`config.mk`:
```
export PLATFORM = sky130hd
export DESIGN_NAME = delimiter_split_with_limit_core
export DESIGN_NICKNAME = d
export VERILOG_FILES = /design/src/hw/rtl/dslim_pkg.sv /design/src/hw/rtl/dslim_cfg.sv /design/src/hw/rtl/dslim_step.sv /design/src/hw/rtl/dslim_outreg.sv /design/src/hw/rtl/delimiter_split_with_limit_core.sv
export SDC_FILE = /design/constraint.sdc
export NUM_CORES = 1
export LEC_CHECK = 0
export CAP_MARGIN = 20
export CORE_MARGIN = 8
export CORE_UTILIZATION = 50
export DETAILED_ROUTE_END_ITERATION = 10
export DONT_BUFFER_PORTS = 1
export GPL_ROUTABILITY_DRIVEN = 1
export RECOVER_POWER = 100
export SLEW_MARGIN = 25
export SYNTH_ARGS = -nofsm -noshare
export SYNTH_HDL_FRONTEND = slang
export SYNTH_SLANG_ARGS = --single-unit
```
`constraint.sdc`:
```
create_clock -name clk -period 5.6 [get_ports clk]
set_input_delay 0.56 -clock clk [delete_from_list [all_inputs] [get_ports clk]]
set_output_delay 0.56 -clock clk [all_outputs]
set_load 0.1 [all_outputs]
```
`src/hw/rtl/dslim_pkg.sv`:
```
// dslim_pkg: shared constants, register indexes and word types of the
// delimiter splitter. No dependencies; imported by every RTL file of the block.
`timescale 1ns / 1ps
`default_nettype none

package dslim_pkg;

    // Delimiter geometry
    localparam int MAX_DELIMITER = 8;
    localparam int BYTE_W        = 8;
    localparam int DELIM_W       = MAX_DELIMITER * BYTE_W;
    localparam int LEN_W         = 4;
    localparam int LIMIT_W       = 16;
    localparam int FILL_W        = 4;
    localparam int WIN_IDX_W     = 3;
    localparam int CFG_IDX_W     = 2;

    localparam logic [LEN_W-1:0]   LEN_MAX   = LEN_W'(MAX_DELIMITER);
    localparam logic [LIMIT_W-1:0] SPLIT_SAT = {LIMIT_W{1'b1}};

    // Configuration register indexes
    typedef enum logic [CFG_IDX_W-1:0] {
        REG_DELIM_BYTES  = 2'd0,
        REG_DELIM_LENGTH = 2'd1,
        REG_SPLIT_LIMIT  = 2'd2
    } cfg_reg_t;

    // Settings seen by the splitting logic (length already clamped to 1..8)
    typedef struct packed {
        logic [DELIM_W-1:0] delim;
        logic [LEN_W-1:0]   len;
        logic [LIMIT_W-1:0] limit;
    } cfg_t;

    // One result word
    typedef struct packed {
        logic [BYTE_W-1:0] out_byte;
        logic              has_byte;
        logic              piece_end;
        logic              stream_end;
    } res_t;

endpackage

`default_nettype wire

```
`src/hw/rtl/dslim_cfg.sv`:
```
// dslim_cfg: configuration register file of the delimiter splitter.
// Depends on dslim_pkg; clamps the delimiter length before use.
`timescale 1ns / 1ps
`default_nettype none

module dslim_cfg (
    input  wire logic                            clk,
    input  wire logic                            rst_n,
    input  wire logic                            cfg_valid,
    output logic                                 cfg_ready,
    input  wire logic [dslim_pkg::CFG_IDX_W-1:0] cfg_index,
    input  wire logic [dslim_pkg::DELIM_W-1:0]   cfg_data,
    output dslim_pkg::cfg_t                      cfg
);
    import dslim_pkg::*;

    logic [DELIM_W-1:0] delim_reg, delim_next;
    logic [LEN_W-1:0]   len_reg, len_next;
    logic [LIMIT_W-1:0] limit_reg, limit_next;

    // Writes are always taken
    assign cfg_ready = 1'b1;

    // Register write decode; unknown indexes are dropped
    always_comb
    begin
        delim_next = delim_reg;
        len_next   = len_reg;
        limit_next = limit_reg;
        if (cfg_valid)
        begin
            unique case (cfg_index)
                REG_DELIM_BYTES:  delim_next = cfg_data;
                REG_DELIM_LENGTH: len_next   = cfg_data[LEN_W-1:0];
                REG_SPLIT_LIMIT:  limit_next = cfg_data[LIMIT_W-1:0];
                default:          ;
            endcase
        end
    end

    always_ff @(posedge clk or negedge rst_n)
    begin
        if (!rst_n)
        begin
            delim_reg <= '0;
            len_reg   <= LEN_W'(1);
            limit_reg <= '0;
        end
        else
        begin
            delim_reg <= delim_next;
            len_reg   <= len_next;
            limit_reg <= limit_next;
        end
    end

    // Zero length acts as one, anything above the window depth saturates
    always_comb
    begin
        cfg.delim = delim_reg;
        cfg.limit = limit_reg;
        if (len_reg == '0)
            cfg.len = LEN_W'(1);
        else if (len_reg > LEN_MAX)
            cfg.len = LEN_MAX;
        else
            cfg.len = len_reg;
    end

endmodule

`default_nettype wire

```
`src/hw/rtl/dslim_step.sv`:
```
// dslim_step: lookahead window, match compare and split bookkeeping.
// Depends on dslim_pkg; produces at most one result word per cycle.
`timescale 1ns / 1ps
`default_nettype none

module dslim_step (
    input  wire logic                         clk,
    input  wire logic                         rst_n,
    input  wire dslim_pkg::cfg_t              cfg,
    input  wire logic                         in_valid,
    output logic                              in_stall,
    input  wire logic [dslim_pkg::BYTE_W-1:0] byte_value,
    input  wire logic                         final_byte,
    input  wire logic                         out_free,
    output logic                              res_push,
    output dslim_pkg::res_t                   res
);
    import dslim_pkg::*;

    logic [BYTE_W-1:0]  win_reg  [MAX_DELIMITER];
    logic [BYTE_W-1:0]  win_next [MAX_DELIMITER];
    logic [FILL_W-1:0]  fill_reg, fill_next;
    logic [LIMIT_W-1:0] splits_reg, splits_next;
    logic               nonempty_reg, nonempty_next;
    logic               busy_reg, busy_next;
    logic               last_reg, last_next;

    logic [MAX_DELIMITER-1:0] byte_eq;
    logic active, matched, act_a, act_b, more_a;
    logic do_match, do_emit, do_pe, finish, fire, step_end, accept;

    // Parallel window compare; positions past the delimiter length always agree
    always_comb
    begin
        for (int i = 0; i < MAX_DELIMITER; i++)
        begin
            byte_eq[i] = (win_reg[i] == cfg.delim[i*BYTE_W +: BYTE_W])
                         || (LEN_W'(i) >= cfg.len);
        end
        matched = &byte_eq;
    end

    // Decide this cycle's action for the word in progress
    always_comb
    begin
        active   = (cfg.limit == '0) || (splits_reg < cfg.limit);
        act_a    = active ? (fill_reg >= FILL_W'(cfg.len)) : (fill_reg != '0);
        act_b    = last_reg && ((fill_reg != '0) || nonempty_reg);
        more_a   = active ? (fill_reg > FILL_W'(cfg.len)) : (fill_reg > FILL_W'(1));
        do_match = act_a && active && (fill_reg == FILL_W'(cfg.len)) && matched;
        do_emit  = act_a ? !do_match : (act_b && (fill_reg != '0));
        do_pe    = do_match || (!act_a && act_b && (fill_reg == '0));
        // the flush of a final word always ends on a piece end
        finish   = act_a ? (!more_a && !(last_reg && do_emit)) : do_pe;
        fire     = busy_reg && (act_a || act_b) && out_free;
        step_end = !busy_reg || !(act_a || act_b) || (fire && finish);
        accept   = in_valid && step_end;
        in_stall = !step_end;

        res_push       = fire;
        res.out_byte   = do_emit ? win_reg[0] : '0;
        res.has_byte   = do_emit;
        res.piece_end  = do_pe;
        res.stream_end = last_reg && finish;
    end

    // Next state: apply the action, end-of-stream clear, then take the new byte
    always_comb
    begin
        win_next      = win_reg;
        fill_next     = fill_reg;
        splits_next   = splits_reg;
        nonempty_next = nonempty_reg;
        last_next     = last_reg;

        if (fire && do_emit)
        begin
            for (int i = 0; i < MAX_DELIMITER - 1; i++)
                win_next[i] = win_reg[i+1];
            fill_next     = fill_reg - FILL_W'(1);
            nonempty_next = 1'b1;
        end
        if (fire && do_match)
        begin
            fill_next     = '0;
            nonempty_next = 1'b0;
            if (splits_reg != SPLIT_SAT)
                splits_next = splits_reg + LIMIT_W'(1);
        end
        if (busy_reg && last_reg && step_end)
        begin
            fill_next     = '0;
            splits_next   = '0;
            nonempty_next = 1'b0;
        end

        if (accept)
        begin
            win_next[fill_next[WIN_IDX_W-1:0]] = byte_value;
            fill_next = fill_next + FILL_W'(1);
            last_next = final_byte;
            busy_next = 1'b1;
        end
        else
        begin
            busy_next = busy_reg && !step_end;
        end
    end

    always_ff @(posedge clk or negedge rst_n)
    begin
        if (!rst_n)
        begin
            fill_reg     <= '0;
            splits_reg   <= '0;
            nonempty_reg <= 1'b0;
            busy_reg     <= 1'b0;
            last_reg     <= 1'b0;
        end
        else
        begin
            fill_reg     <= fill_next;
            splits_reg   <= splits_next;
            nonempty_reg <= nonempty_next;
            busy_reg     <= busy_next;
            last_reg     <= last_next;
        end
    end

    // Window bytes are only read below the fill level
    always_ff @(posedge clk)
    begin
        win_reg <= win_next;
    end

endmodule

`default_nettype wire

```
`src/hw/rtl/dslim_outreg.sv`:
```
// dslim_outreg: result register between the splitting logic and the output.
// Depends on dslim_pkg; frees itself in the same cycle its word is taken.
`timescale 1ns / 1ps
`default_nettype none

module dslim_outreg (
    input  wire logic    clk,
    input  wire logic    rst_n,
    input  wire logic    res_push,
    input  wire dslim_pkg::res_t res,
    output logic         out_free,
    output logic         out_valid,
    input  wire logic    out_stall,
    output dslim_pkg::res_t out_res
);
    import dslim_pkg::*;

    logic valid_reg, valid_next;
    res_t res_reg;

    // Room for a new word when empty or when the held word leaves now
    assign out_free   = !valid_reg || !out_stall;
    assign valid_next = res_push || (valid_reg && out_stall);

    always_ff @(posedge clk or negedge rst_n)
    begin
        if (!rst_n)
            valid_reg <= 1'b0;
        else
            valid_reg <= valid_next;
    end

    always_ff @(posedge clk)
    begin
        if (res_push)
            res_reg <= res;
    end

    assign out_valid = valid_reg;
    assign out_res   = res_reg;

endmodule

`default_nettype wire

```
`src/hw/rtl/delimiter_split_with_limit_core.sv`:
```
// delimiter_split_with_limit_core: top level of the delimiter splitter.
// Depends on dslim_pkg, dslim_cfg, dslim_step and dslim_outreg.
`timescale 1ns / 1ps
`default_nettype none

// Splits a byte stream at a delimiter of one to eight bytes held in the
// configuration registers, leftmost first and without overlap, with an
// optional limit on the number of splits. One byte enters per clock while
// the output is not stalled and the previous word has no results left,
// and each cycle sends at most one result word through the single output
// register. An input word that causes more than one result keeps in_stall
// high until its last result is sent; this happens on the final byte
// (the window is flushed, up to eight bytes plus the closing piece end),
// after the split limit is reached with bytes still held, and after the
// delimiter length is shortened with bytes held. Words causing no result
// do not stall the input. Configuration writes are always accepted and
// must only be made while the block is idle.
module delimiter_split_with_limit_core (
    input  wire logic                            clk,
    input  wire logic                            rst_n,
    // configuration write channel
    input  wire logic                            cfg_valid,
    output logic                                 cfg_ready,
    input  wire logic [dslim_pkg::CFG_IDX_W-1:0] cfg_index,
    input  wire logic [dslim_pkg::DELIM_W-1:0]   cfg_data,
    // input byte channel
    input  wire logic                            in_valid,
    output logic                                 in_stall,
    input  wire logic [dslim_pkg::BYTE_W-1:0]    byte_value,
    input  wire logic                            final_byte,
    // result channel
    output logic                                 out_valid,
    input  wire logic                            out_stall,
    output logic [dslim_pkg::BYTE_W-1:0]         out_byte,
    output logic                                 has_byte,
    output logic                                 piece_end,
    output logic                                 stream_end
);
    import dslim_pkg::*;

    cfg_t cfg;
    res_t res;
    res_t out_res;
    logic res_push;
    logic out_free;

    // Configuration registers
    dslim_cfg u_cfg (
        .clk       (clk),
        .rst_n     (rst_n),
        .cfg_valid (cfg_valid),
        .cfg_ready (cfg_ready),
        .cfg_index (cfg_index),
        .cfg_data  (cfg_data),
        .cfg       (cfg)
    );

    // Window and split logic
    dslim_step u_step (
        .clk        (clk),
        .rst_n      (rst_n),
        .cfg        (cfg),
        .in_valid   (in_valid),
        .in_stall   (in_stall),
        .byte_value (byte_value),
        .final_byte (final_byte),
        .out_free   (out_free),
        .res_push   (res_push),
        .res        (res)
    );

    // Result register
    dslim_outreg u_outreg (
        .clk       (clk),
        .rst_n     (rst_n),
        .res_push  (res_push),
        .res       (res),
        .out_free  (out_free),
        .out_valid (out_valid),
        .out_stall (out_stall),
        .out_res   (out_res)
    );

    assign out_byte   = out_res.out_byte;
    assign has_byte   = out_res.has_byte;
    assign piece_end  = out_res.piece_end;
    assign stream_end = out_res.stream_end;

endmodule

`default_nettype wire

```
# After elaboration in Yosys (flattened, before gate mapping)
# Index checks and enable logic that the tools add are counted.
[totals]
regBits = 183
in_bits = 80
out_inout_bits = 14
wordCells = 133
[op_classes]
n_addsub = 3
order_cmp = 15
n_eq_ne = 12
muxes = 22
bitwise = 1
reduce_logical = 59
[ops]
columns = ["operator", "n"]
rows = [
  ["$bwmux 64", 1],
  ["$eq 8x8->1", 8],
  ["$mux 64", 1],
  ["$mux 56", 1],
  ["$mux 16", 3],
  ["$demux 8 s3", 1],
  ["$mux 4", 6],
  ["$logic_and 1x1->1", 21],
  ["$add 16x1->16 const B", 1],
  ["$ge 3x4->1 const A", 4],
  ["$logic_not 16->1", 1],
  ["$logic_or 1x1->1", 16],
  ["$lt 16x16->1", 1],
  ["$ne 16x16->1 const B", 1],
  ["$logic_not 1->1", 9],
  ["$ge 1x4->1 const A", 2],
  ["$ge 2x4->1 const A", 2],
  ["$logic_not 4->1", 2],
  ["$mux 1", 8],
  ["$mux 8", 1],
  ["$reduce_and 2->1", 4],
  ["$reduce_and 8->1", 1],
  ["$add 4x1->4 const B", 1],
  ["$eq 4x4->1", 1],
  ["other kinds (14)", 15],
]

# Logic depth before layout (Yosys ltp)
# Gate-level depths: netlist of the first run.
[logic_depth]
depth_word = 25
mapped_depth = 17

# Hierarchy
# From an unflattened synthesis of the first run, not the netlist that was laid out.
[hier_totals]
hier_cells = 771
area_unflattened_um2 = 9247.6
[by_module_without_submodules]
columns = ["mod", "n_inst", "cells_per_inst", "area_per_inst_um2", "seq_area_each_um2"]
rows = [
  ["dslim_step", 1, 571, 5670.4, 1936.9],
  ["dslim_cfg", 1, 186, 3210.6, 2103.3],
  ["dslim_outreg", 1, 14, 366.6, 355.3],
]

# Worst setup path before layout of the first run
# No wires, ideal clock.
[synth_path]
path_kind = "flip-flop to output port"
from = "register u_step.splits_reg[13]"
to = "output port in_stall"
arrival_ps = 3735
required_time_ps = 5040
slack_ps = 1305
stages_incl_launch_ff = 9
n_path_buf = 0
path_cell_list = "dfrtp_1 ha_1 nand4_2 or3_1 or4_4 nand3_1 mux2_2 and2_1 a21oi_1"
[synth_between]
elab_chain_len = 15
elab_cells_between_ends = 26
classes_between = "order compare (1); mux (4); reduce/logical (21)"
[synth_rtl]
columns = ["element", "line_no", "rtl"]
rows = [
  ["start, declared", "dslim_step.sv:23", "logic [LIMIT_W-1:0] splits_reg, splits_next;"],
  ["start signal, assigned", "dslim_step.sv:123", "splits_reg <= splits_next;"],
  ["$lt 16x16->1 (*)", "dslim_step.sv:46", "active = (cfg.limit == '0) || (splits_reg < cfg.limit);"],
  ["$logic_or 1x1->1 (*)", "dslim_step.sv:46", ""],
  ["$mux 1", "dslim_step.sv:47", "act_a = active ? (fill_reg >= FILL_W'(cfg.len)) : (fill_reg != '0);"],
  ["$logic_and 1x1->1 (3 in series)", "dslim_step.sv:50", "do_match = act_a && active && (fill_reg == FILL_W'(cfg.len)) && matched;"],
  ["$logic_not 1->1", "dslim_step.sv:51", "do_emit = act_a ? !do_match : (act_b && (fill_reg != '0));"],
  ["$mux 1", "dslim_step.sv:51", ""],
  ["$logic_and 1x1->1", "dslim_step.sv:54", "finish = act_a ? (!more_a && !(last_reg && do_emit)) : do_pe;"],
  ["$logic_not 1->1", "dslim_step.sv:54", ""],
  ["$logic_and 1x1->1", "dslim_step.sv:54", ""],
  ["$mux 1", "dslim_step.sv:54", ""],
  ["$logic_and 1x1->1", "dslim_step.sv:56", "step_end = !busy_reg || !(act_a || act_b) || (fire && finish);"],
  ["$logic_or 1x1->1 (*)", "dslim_step.sv:56", ""],
  ["$logic_not 1->1 (*)", "dslim_step.sv:58", "in_stall = !step_end;"],
  ["end, declared", "delimiter_split_with_limit_core.sv:28", "output logic in_stall,"],
]
# Mark *: on every way between the ends. The rest lies on a longest branch, timed or not.

==> impl_metrics.tcl, run 1 <==
set metrics [dict create \
    cts-root-buf "clkbuf_16" \
    p_leak_nw 4.10 \
    area_growth_pct 8.52 \
    synth-seq-cells 183 \
    antenna_left 0 \
    slowest_stage "nor3b_2" \
    violations "capacitance limit, slew limit" \
    firstDrtPassIters 5 \
    dpl.hpwl_microns 17100 \
    maxSlewHeadroom -1.28 \
    fin_nets 873 \
    min_path_type "in -> reg" \
    die_width_microns 152 \
    cts.sinks 183 \
    postSynth.asyncResetShare 0.590 \
    largest_reg_flops 64 \
    avgSynthCellArea_sq_um 12.0 \
    via_count 5948 \
    ys_seq_area_frac 0.477 \
    totalWireLength_microns 22400 \
    fin_setup_tns_ps 0 \
    layout_common_cells "mux2_2, dfrtp_1, dfxtp_1" \
    grt_pass1_vias 6255 \
    drc 0 \
    start_util 0.512 \
    path_cells "inv_1, ha_1, nand4_1, or3_1, or4_1, a31oi_4, and4b_1, a21oi_4, buf_4, mux2_1, nand3_1, nor3b_2, mux2_2" \
    io_buffers 0 \
    gp_congestion 0.918 \
    slew_violations 174 \
    antenna_found_initial 0 \
    tightest_slew_ps 3420 \
    netlist_instances 768 \
    max-cap-violations 2 \
    finalHoldViolCount 0 \
    syn_nets 870 \
    clk_path_buf_depth 2 \
    yosysUniqueCellTypes 63 \
    min_period_over_period 0.863 \
    cts_tree "built" \
    ir_drop_mv 0.508 \
    grt_first_pass_wirelength_microns 35300 \
    end_kind "flip-flop" \
    first_iter_violations 319 \
    setup_viol 0 \
    cts.clk_slew.worst_paths_ps 80 \
    rsz0062_at_grt "false" \
    layout-drive-gt1-share 0.300 \
    synth_ff_type "dfrtp_1" \
    post_cts_buffers 0 \
    worstPathArrival_ps 5160 \
    dp_cells 980 \
    powerDensity_mw_per_mm2 621 \
    skew_ps 17.1 \
    synth-edff-count 19 \
    wl_per_cell_microns 22.1 \
    grtUsageTotal 0.203 \
    criticalPathCategory "reg -> reg" \
    fin_cells 1013 \
    r2r_slack_ps 770 \
    fp.dieArea_sq_mm 0.0230 \
    htree_num_levels 4 \
    die_h_microns 152 \
    post-route-min-period_ps 4830 \
    cp.required_ps 5920 \
    crit_fanout 23 \
    max_clock_freq_ghz 0.207 \
    status "finished, violations left" \
    yosys_warnings 0 \
    clkLatencyLatePin_ps 450 \
    rows 49 \
    finalPower_w 0.00621 \
    startpoint_type "flip-flop" \
    io_pins 94 \
    layout_commonest_cell "mux2_2" \
    fill_cells 1547 \
    cts_buffers 17 \
    grt_overflow_total 0 \
    synth_area_sq_mm 0.00922 \
    vias_per_cell 5.87 \
    slowest_delay_ps 600 \
    grt_max_degree 109 \
    antenna_cells 0 \
    core-area_sq_mm 0.0180 \
]
stage by stage:
step | setup WS (ps) | instance area (sq um) | hold slack (ps) | util
detailed placement | 1050 | 9470 | 268 | 0.525
global placement | 1180 | 9470 | 268 | 0.525
finish | 767 | 10000 | 219 | 0.555
CTS | 988 | 10100 | 70.4 | 0.559
floorplan | 1310 | 9220 | 264 | -
global route | 428 | 10000 | 198 | 0.555
report_power, final:
group	switching (W)	internal [W]
clock	0.000575	0.000596
combinational	0.00121	0.00126
sequential	0.000756	0.00182
Yosys cell counts (14+ instances only):
| library cell | count | share of area |
|---|---|---|
| nor4_1 | 15 | 0.010 |
| mux2_2 | 184 | 0.22 |
| xnor2_1 | 41 | 0.039 |
| nor2_1 | 38 | 0.015 |
| dfxtp_1 | 56 | 0.12 |
| inv_1 | 21 | 0.0085 |
| edfxtp_1 | 19 | 0.062 |
| o21ai_0 | 21 | 0.011 |
| nand4_1 | 20 | 0.014 |
| clkbuf_1 | 15 | 0.0061 |
| xor2_1 | 37 | 0.035 |
| ha_1 | 22 | 0.030 |
| and2_1 | 14 | 0.0095 |
| dfrtp_1 | 107 | 0.29 |
| nand2_1 | 26 | 0.011 |
final timing paths:
kind | endpoint | cells past startpoint | from
max reg2reg | u_step.win_reg[16] | 13 | u_cfg.limit_reg[14]
min | flip-flop | 0 | byte_value[5]
max in group asynchronous | u_step.splits_reg[14] | 1 | rst_n
min reg2reg | u_cfg.delim_reg[21] | 1 | u_cfg.delim_reg[21]
max | u_step.win_reg[16] | 13 | u_cfg.limit_reg[14]
min in group asynchronous | u_step.splits_reg[7] | 1 | rst_n
critical path, delay by kind of cell (launching register included):
kind	cells	cell delay (ps)
muxes	2	660
AOI/OAI and AO/OA	2	680
adders and majority gates	1	300
DFF	1	380
and+or+nand+nor	6	2260
buffers and inverters	2	420
routing by layer:
| layer | wire length, microns | track usage | vias up |
|---|---|---|---|
| met1 | 10100 | 0.266 | 2984 |
| li1 | - | - | 2793 |
| met4 | 380 | 0.0608 | 0 |
| met5 | 0 | 0 | - |
| met2 | 10500 | 0.324 | 143 |
| met3 | 1350 | 0.0549 | 28 |
what timing repair did:
item / CTS / global route
hold buffers: 1 / 0
hold endpoints to repair: 108 / 0
resized for setup: 0 / 0
cells by family after synthesis:
group | count (synthesis) | synth area share
muxes | 195 | 0.237
DFF | 183 | 0.477
and+or+nand+nor | 177 | 0.110
xor gates and xnor gates | 78 | 0.0741
AOI/OAI and AO/OA | 66 | 0.0517
buffers and inverters | 46 | 0.0202
adders and majority gates | 22 | 0.0299
other | 1 | 0.000407
final cells by class:
cell class | count | area [sq um] | area share
multi-input combinational | 539 | 4610 | 0.461
clock buffer | 17 | 425 | 0.0425
sequential | 183 | 4400 | 0.439
timing repair buffer | 9 | 43.8 | 0.00438
inverter | 21 | 78.8 | 0.00788
tap | 229 | 287 | 0.0286
clock inverter | 15 | 161 | 0.0161
Power figures use the tool's default switching activity.
==> run 2, diff against run 1 <==
Settings changed: GPL_ROUTABILITY_DRIVEN 1 to not set, RECOVER_POWER 100 to not set.
==> run 2 against run 1 <==
  * The flow now finishes without violations
  * Die area unchanged
  * Worst setup slack better by 210 ps
  * Sequential cell count unchanged
  * Routed wire length down 0.32%
  * Sequential power about the same
  * Design area up 0.76%
  * Maximum frequency up 4.5%
  * Global-route usage unchanged
  * Combinational power up 2%
  * First-iteration DRC count up 1.9%
  * Critical path type unchanged
  * Critical endpoint is now u_step.win_reg[39]
  * Largest cell class unchanged
==> impl_metrics.tcl, run 2 (synthesis results as in run 1) <==
set metrics [dict create \
    status "completed" \
    min_path_type "in -> async" \
    max-cap-violations 0 \
    antenna_found_initial 0 \
    cts_hold_buf 1 \
    grt_overflow_total 0 \
    io_pins 94 \
    grtUsageTotal 0.203 \
    grt_first_pass_wirelength_microns 35300 \
    wl_per_cell_microns 22.0 \
    skew_ps 16.5 \
    post-route-min-period_ps 4620 \
    largest_reg_flops 64 \
    rows 49 \
    rsz0062_at_grt "false" \
    gp_congestion 0.918 \
    fp.dieArea_sq_mm 0.0230 \
    slew_violations 0 \
    combPwrFrac 0.401 \
    intPower_w 0.00371 \
    crit_fanout 23 \
    first_iter_violations 325 \
    layout_commonest_cell "mux2_2" \
    min_period_over_period 0.826 \
    grt_max_degree 109 \
    cts-root-buf "clkbuf_16" \
    startpoint_type "flip-flop" \
    slowest_delay_ps 630 \
    vias_per_cell 5.86 \
    totalWireLength_microns 22300 \
    sw_frac_of_total 0.407 \
    max_clock_freq_ghz 0.216 \
    start_util 0.512 \
    cts.sinks 183 \
    tightest_slew_ps 969 \
    postCtsResizedCells 0 \
    setup_viol 0 \
    fin_setup_tns_ps 0 \
    io_buffers 0 \
    fin_cells 1013 \
    antenna_left 0 \
    slowest_stage "nor2_1" \
    clkLatencyLatePin_ps 440 \
    fin_nets 873 \
    path_cells "inv_1, ha_1, nand4_2, or3_1, or4_4, a31oi_4, and4b_1, a21oi_4, buf_4, a22oi_1, nor2_1, nand4_4, mux2_2" \
    netSwitchingPower_w 0.00254 \
    cts_tree "built" \
    layout_common_cells "mux2_2, dfrtp_1, dfxtp_1" \
    dpl.hpwl_microns 17100 \
    r2r_slack_ps 980 \
    cp.required_ps 5920 \
    via_count 5935 \
    die_width_microns 152 \
    powerDensity_mw_per_mm2 620 \
    maxSlewHeadroom 0.355 \
    drc 0 \
    p_leak_nw 4.15 \
    post_cts_buffers 0 \
    layout-drive-gt1-share 0.313 \
    core-area_sq_mm 0.0180 \
    cts.clk_slew.worst_paths_ps 80 \
    criticalPathCategory "reg -> reg" \
    pwr-share-clk 0.187 \
    grt_pass1_vias 6255 \
    die_h_microns 152 \
    end_kind "flip-flop" \
    htree_num_levels 4 \
    cts_buffers 17 \
    finalHoldViolCount 0 \
    p_seq_frac 0.411 \
    clk_path_buf_depth 2 \
    area_growth_pct 9.35 \
    worstPathArrival_ps 4950 \
    dp_cells 980 \
    ir_drop_mv 0.531 \
    firstDrtPassIters 5 \
    antenna_cells 0 \
]
-- run 2: final cells by class --
type | instances | area (sq um)
Fill cell | 1535 | 7940
Multi-Input combinational cell | 539 | 4650
Sequential cell | 183 | 4400
Clock buffer | 17 | 425
Tap cell | 229 | 287
Clock inverter | 15 | 161
Timing Repair Buffer | 9 | 87.6
Inverter | 21 | 78.8
-- run 2: stage by stage --
step / utilization / worst slack (ps) / hold WS [ps] / total power [W] / instance area (sq um)
finish: 0.559 / 975 / 56.4 / 0.00625 / 10100
global route: 0.559 / 655 / 99.2 / 0.00662 / 10100
CTS: 0.559 / 988 / 70.4 / 0.00629 / 10100
detailed placement: 0.525 / 1050 / 268 / 0.00508 / 9470
global placement: 0.525 / 1180 / 268 / 0.00498 / 9470
floorplan: - / 1310 / 264 / 0.00448 / 9220
-- run 2: path summary, 6_finish.rpt --
check / startpoint / endpoint / cells past startpoint
min in group clk: byte_value[5] / flip-flop / 0
setup / recovery: u_cfg.limit_reg[14] / u_step.win_reg[39] / 13
max in group asynchronous: rst_n / u_cfg.delim_reg[39] / 1
hold / removal: rst_n / u_step.splits_reg[7] / 1
setup reg to reg: u_cfg.limit_reg[14] / u_step.win_reg[39] / 13
hold reg to reg: u_cfg.delim_reg[21] / u_cfg.delim_reg[21] / 1
-- run 2: metal layers --
| layer | share of wire | vias up | global-route usage | wire [microns] |
|---|---|---|---|---|
| met5 | 0 | - | 0 | 0 |
| met1 | 0.45 | 2983 | 0.266 | 10100 |
| met4 | 0.017 | 0 | 0.0608 | 373 |
| met2 | 0.47 | 129 | 0.324 | 10500 |
| li1 | - | 2797 | - | - |
| met3 | 0.058 | 26 | 0.0549 | 1300 |
-- run 2: power groups by stage --
stage | clock, W | sequential (W) | combinational (W)
after CTS | 0.00120 | 0.00258 | 0.00251
after floorplan | 0 | 0.00241 | 0.00207
after global placement | 0 | 0.00259 | 0.00239
after global routing | 0.00125 | 0.00263 | 0.00275
after detailed placement | 0 | 0.00260 | 0.00248
final | 0.00117 | 0.00257 | 0.00251
-- run 2: worst max-delay path: cells and delay by family, from the launching register on --
family / cells / cell delay [ps]
buffers and inverters: 2 / 420
muxes: 1 / 340
adders and majority gates: 1 / 310
DFF: 1 / 380
AOI/OAI and AO/OA: 3 / 760
and+or+nand+nor: 6 / 2280
==> run 3, diff against run 2 <==
Clock period 5.6 ns to 4.65 ns, I/O delays scaled along.
==> run 3 against run 2 <==
  * Sequential power increased by 19%
  * Sequential share of layout area fell by 0.086 points
  * Routed wire length decreased by 1.2%
  * Highest routed layer unchanged
==> impl_metrics.tcl, run 3 (synthesis results as in run 1) <==
set metrics [dict create \
    fin_setup_tns_ps 0 \
    grt_max_degree 109 \
    max_clock_freq_ghz 0.227 \
    slowest_delay_ps 490 \
    cts.sinks 183 \
    post-route-min-period_ps 4400 \
    die_h_microns 152 \
    slowest_stage "a21oi_4" \
    antenna_found_initial 0 \
    clkLatencyLatePin_ps 430 \
    tightest_slew_ps 979 \
    largest_reg_flops 64 \
    min_period_over_period 0.947 \
    crit_family "simple AND/OR/NAND/NOR gates" \
    critPathBufInv 0 \
    skew_ps 13.3 \
    status "completed" \
    criticalPathCategory "reg -> reg" \
    totalWireLength_microns 22100 \
    gp_congestion 0.905 \
    grt_pass1_vias 6190 \
    min_path_type "in -> reg" \
    antenna_left 0 \
    drc 0 \
    cts.clk_slew.worst_paths_ps 70 \
    layout_commonest_cell "mux2_2" \
    p_leak_nw 4.16 \
    via_count 5946 \
    io_pins 94 \
    cpMostUsedCell "mux2_2" \
    max-cap-violations 0 \
    r2r_slack_ps 250 \
    worstPathArrival_ps 4720 \
    cts_buffers 17 \
    vias_per_cell 5.85 \
    cp.required_ps 4970 \
    io_buffers 0 \
    slew_violations 0 \
    startpoint_type "flip-flop" \
    clk_path_buf_depth 2 \
    maxSlewHeadroom 0.348 \
    path_depth 11 \
    grt_first_pass_wirelength_microns 35100 \
    setup_viol 0 \
    fin_nets 876 \
    antenna_cells 0 \
    firstDrtPassIters 5 \
    finalHoldViolCount 0 \
    path_cells "ha_1, nand4_2, or3_1, or4_4, a31oi_4, and4b_1, a21oi_4, mux2_2, nand3_1, nor3b_4, mux2_2" \
    min_path_cells 0 \
    htree_num_levels 4 \
    grt_overflow_total 0 \
    cts_tree "built" \
    start_util 0.512 \
    finalPower_w 0.00753 \
    powerDensity_mw_per_mm2 745 \
    layout-drive-gt1-share 0.314 \
    r2r_cells 11 \
    rows 49 \
    fill_cells 1542 \
    core-area_sq_mm 0.0180 \
    area_growth_pct 9.57 \
    ir_drop_mv 0.483 \
    end_kind "flip-flop" \
    rsz0062_at_grt "false" \
    crit_fanout 18 \
    layout_common_cells "mux2_2, dfrtp_1, dfxtp_1" \
    die_width_microns 152 \
    first_iter_violations 376 \
    cts-root-buf "clkbuf_16" \
    wl_per_cell_microns 21.7 \
    dpl.hpwl_microns 16700 \
    fp.dieArea_sq_mm 0.0230 \
    post_cts_buffers 0 \
    grtUsageTotal 0.201 \
]
[run 3: power by group]
part	internal (W)	total (W)	switching (W)	leakage (nW)
clock network	0.000740	0.00142	0.000675	0.283
logic	0.00157	0.00307	0.00149	1.92
registers	0.00219	0.00305	0.000859	1.96
total	0.00450	0.00753	0.00303	4.16
[run 3: timing repair]
item / 4_1_cts / 5_1_grt
hold buffers: 2 / 0
gates resized for setup: 0 / 0
endpoints found under the hold margin: 108 / 0
[run 3: layer usage]
metal,wire (microns),vias up,track usage
met1,10100,2972,0.262
met3,1300,31,0.0588
met4,476,0,0.0676
met2,10200,146,0.312
met5,0,-,0
li1,-,2797,-
[run 3: final cells by class]
type,count,area (sq um),share of cell area
multi-input cells,539,4650,0.460
flip-flops and latches,183,4400,0.435
clock buffers,18,450,0.0446
well taps,229,287,0.0284
clock inverters,14,131,0.0130
repair buffers,12,113,0.0111
inverters,21,78.8,0.00780
[run 3: per-stage QoR]
step	hold slack (ps)	util	cells	worst slack, ps	cell area, sq um
2_1_floorplan	169	-	768	450	9220
6_report	132	0.560	1016	246	10100
3_3_place_gp	173	0.526	982	406	9480
5_1_grt	102	0.560	1016	7.39	10100
4_1_cts	110	0.560	1016	264	10100
3_5_place_dp	174	0.526	982	277	9480
[run 3: worst reg2reg max path, delay by kind of cell (launching register included)]
kind | cells | cell delay [ps]
simple gates | 6 | 2080
compound gates | 2 | 770
flops | 1 | 410
fa+ha+maj | 1 | 330
mux | 2 | 690
[run 3: worst paths after layout]
| kind | endpoint | start |
|---|---|---|
| setup / recovery | u_step.win_reg[17] | u_step.splits_reg[13] |
| hold / removal | flip-flop | byte_value[3] |
| min in group asynchronous | u_step.splits_reg[5] | rst_n |
| max in group asynchronous | u_cfg.delim_reg[29] | rst_n |
| hold reg to reg | u_cfg.delim_reg[17] | u_cfg.delim_reg[17] |
| setup reg to reg | u_step.win_reg[17] | u_step.splits_reg[13] |
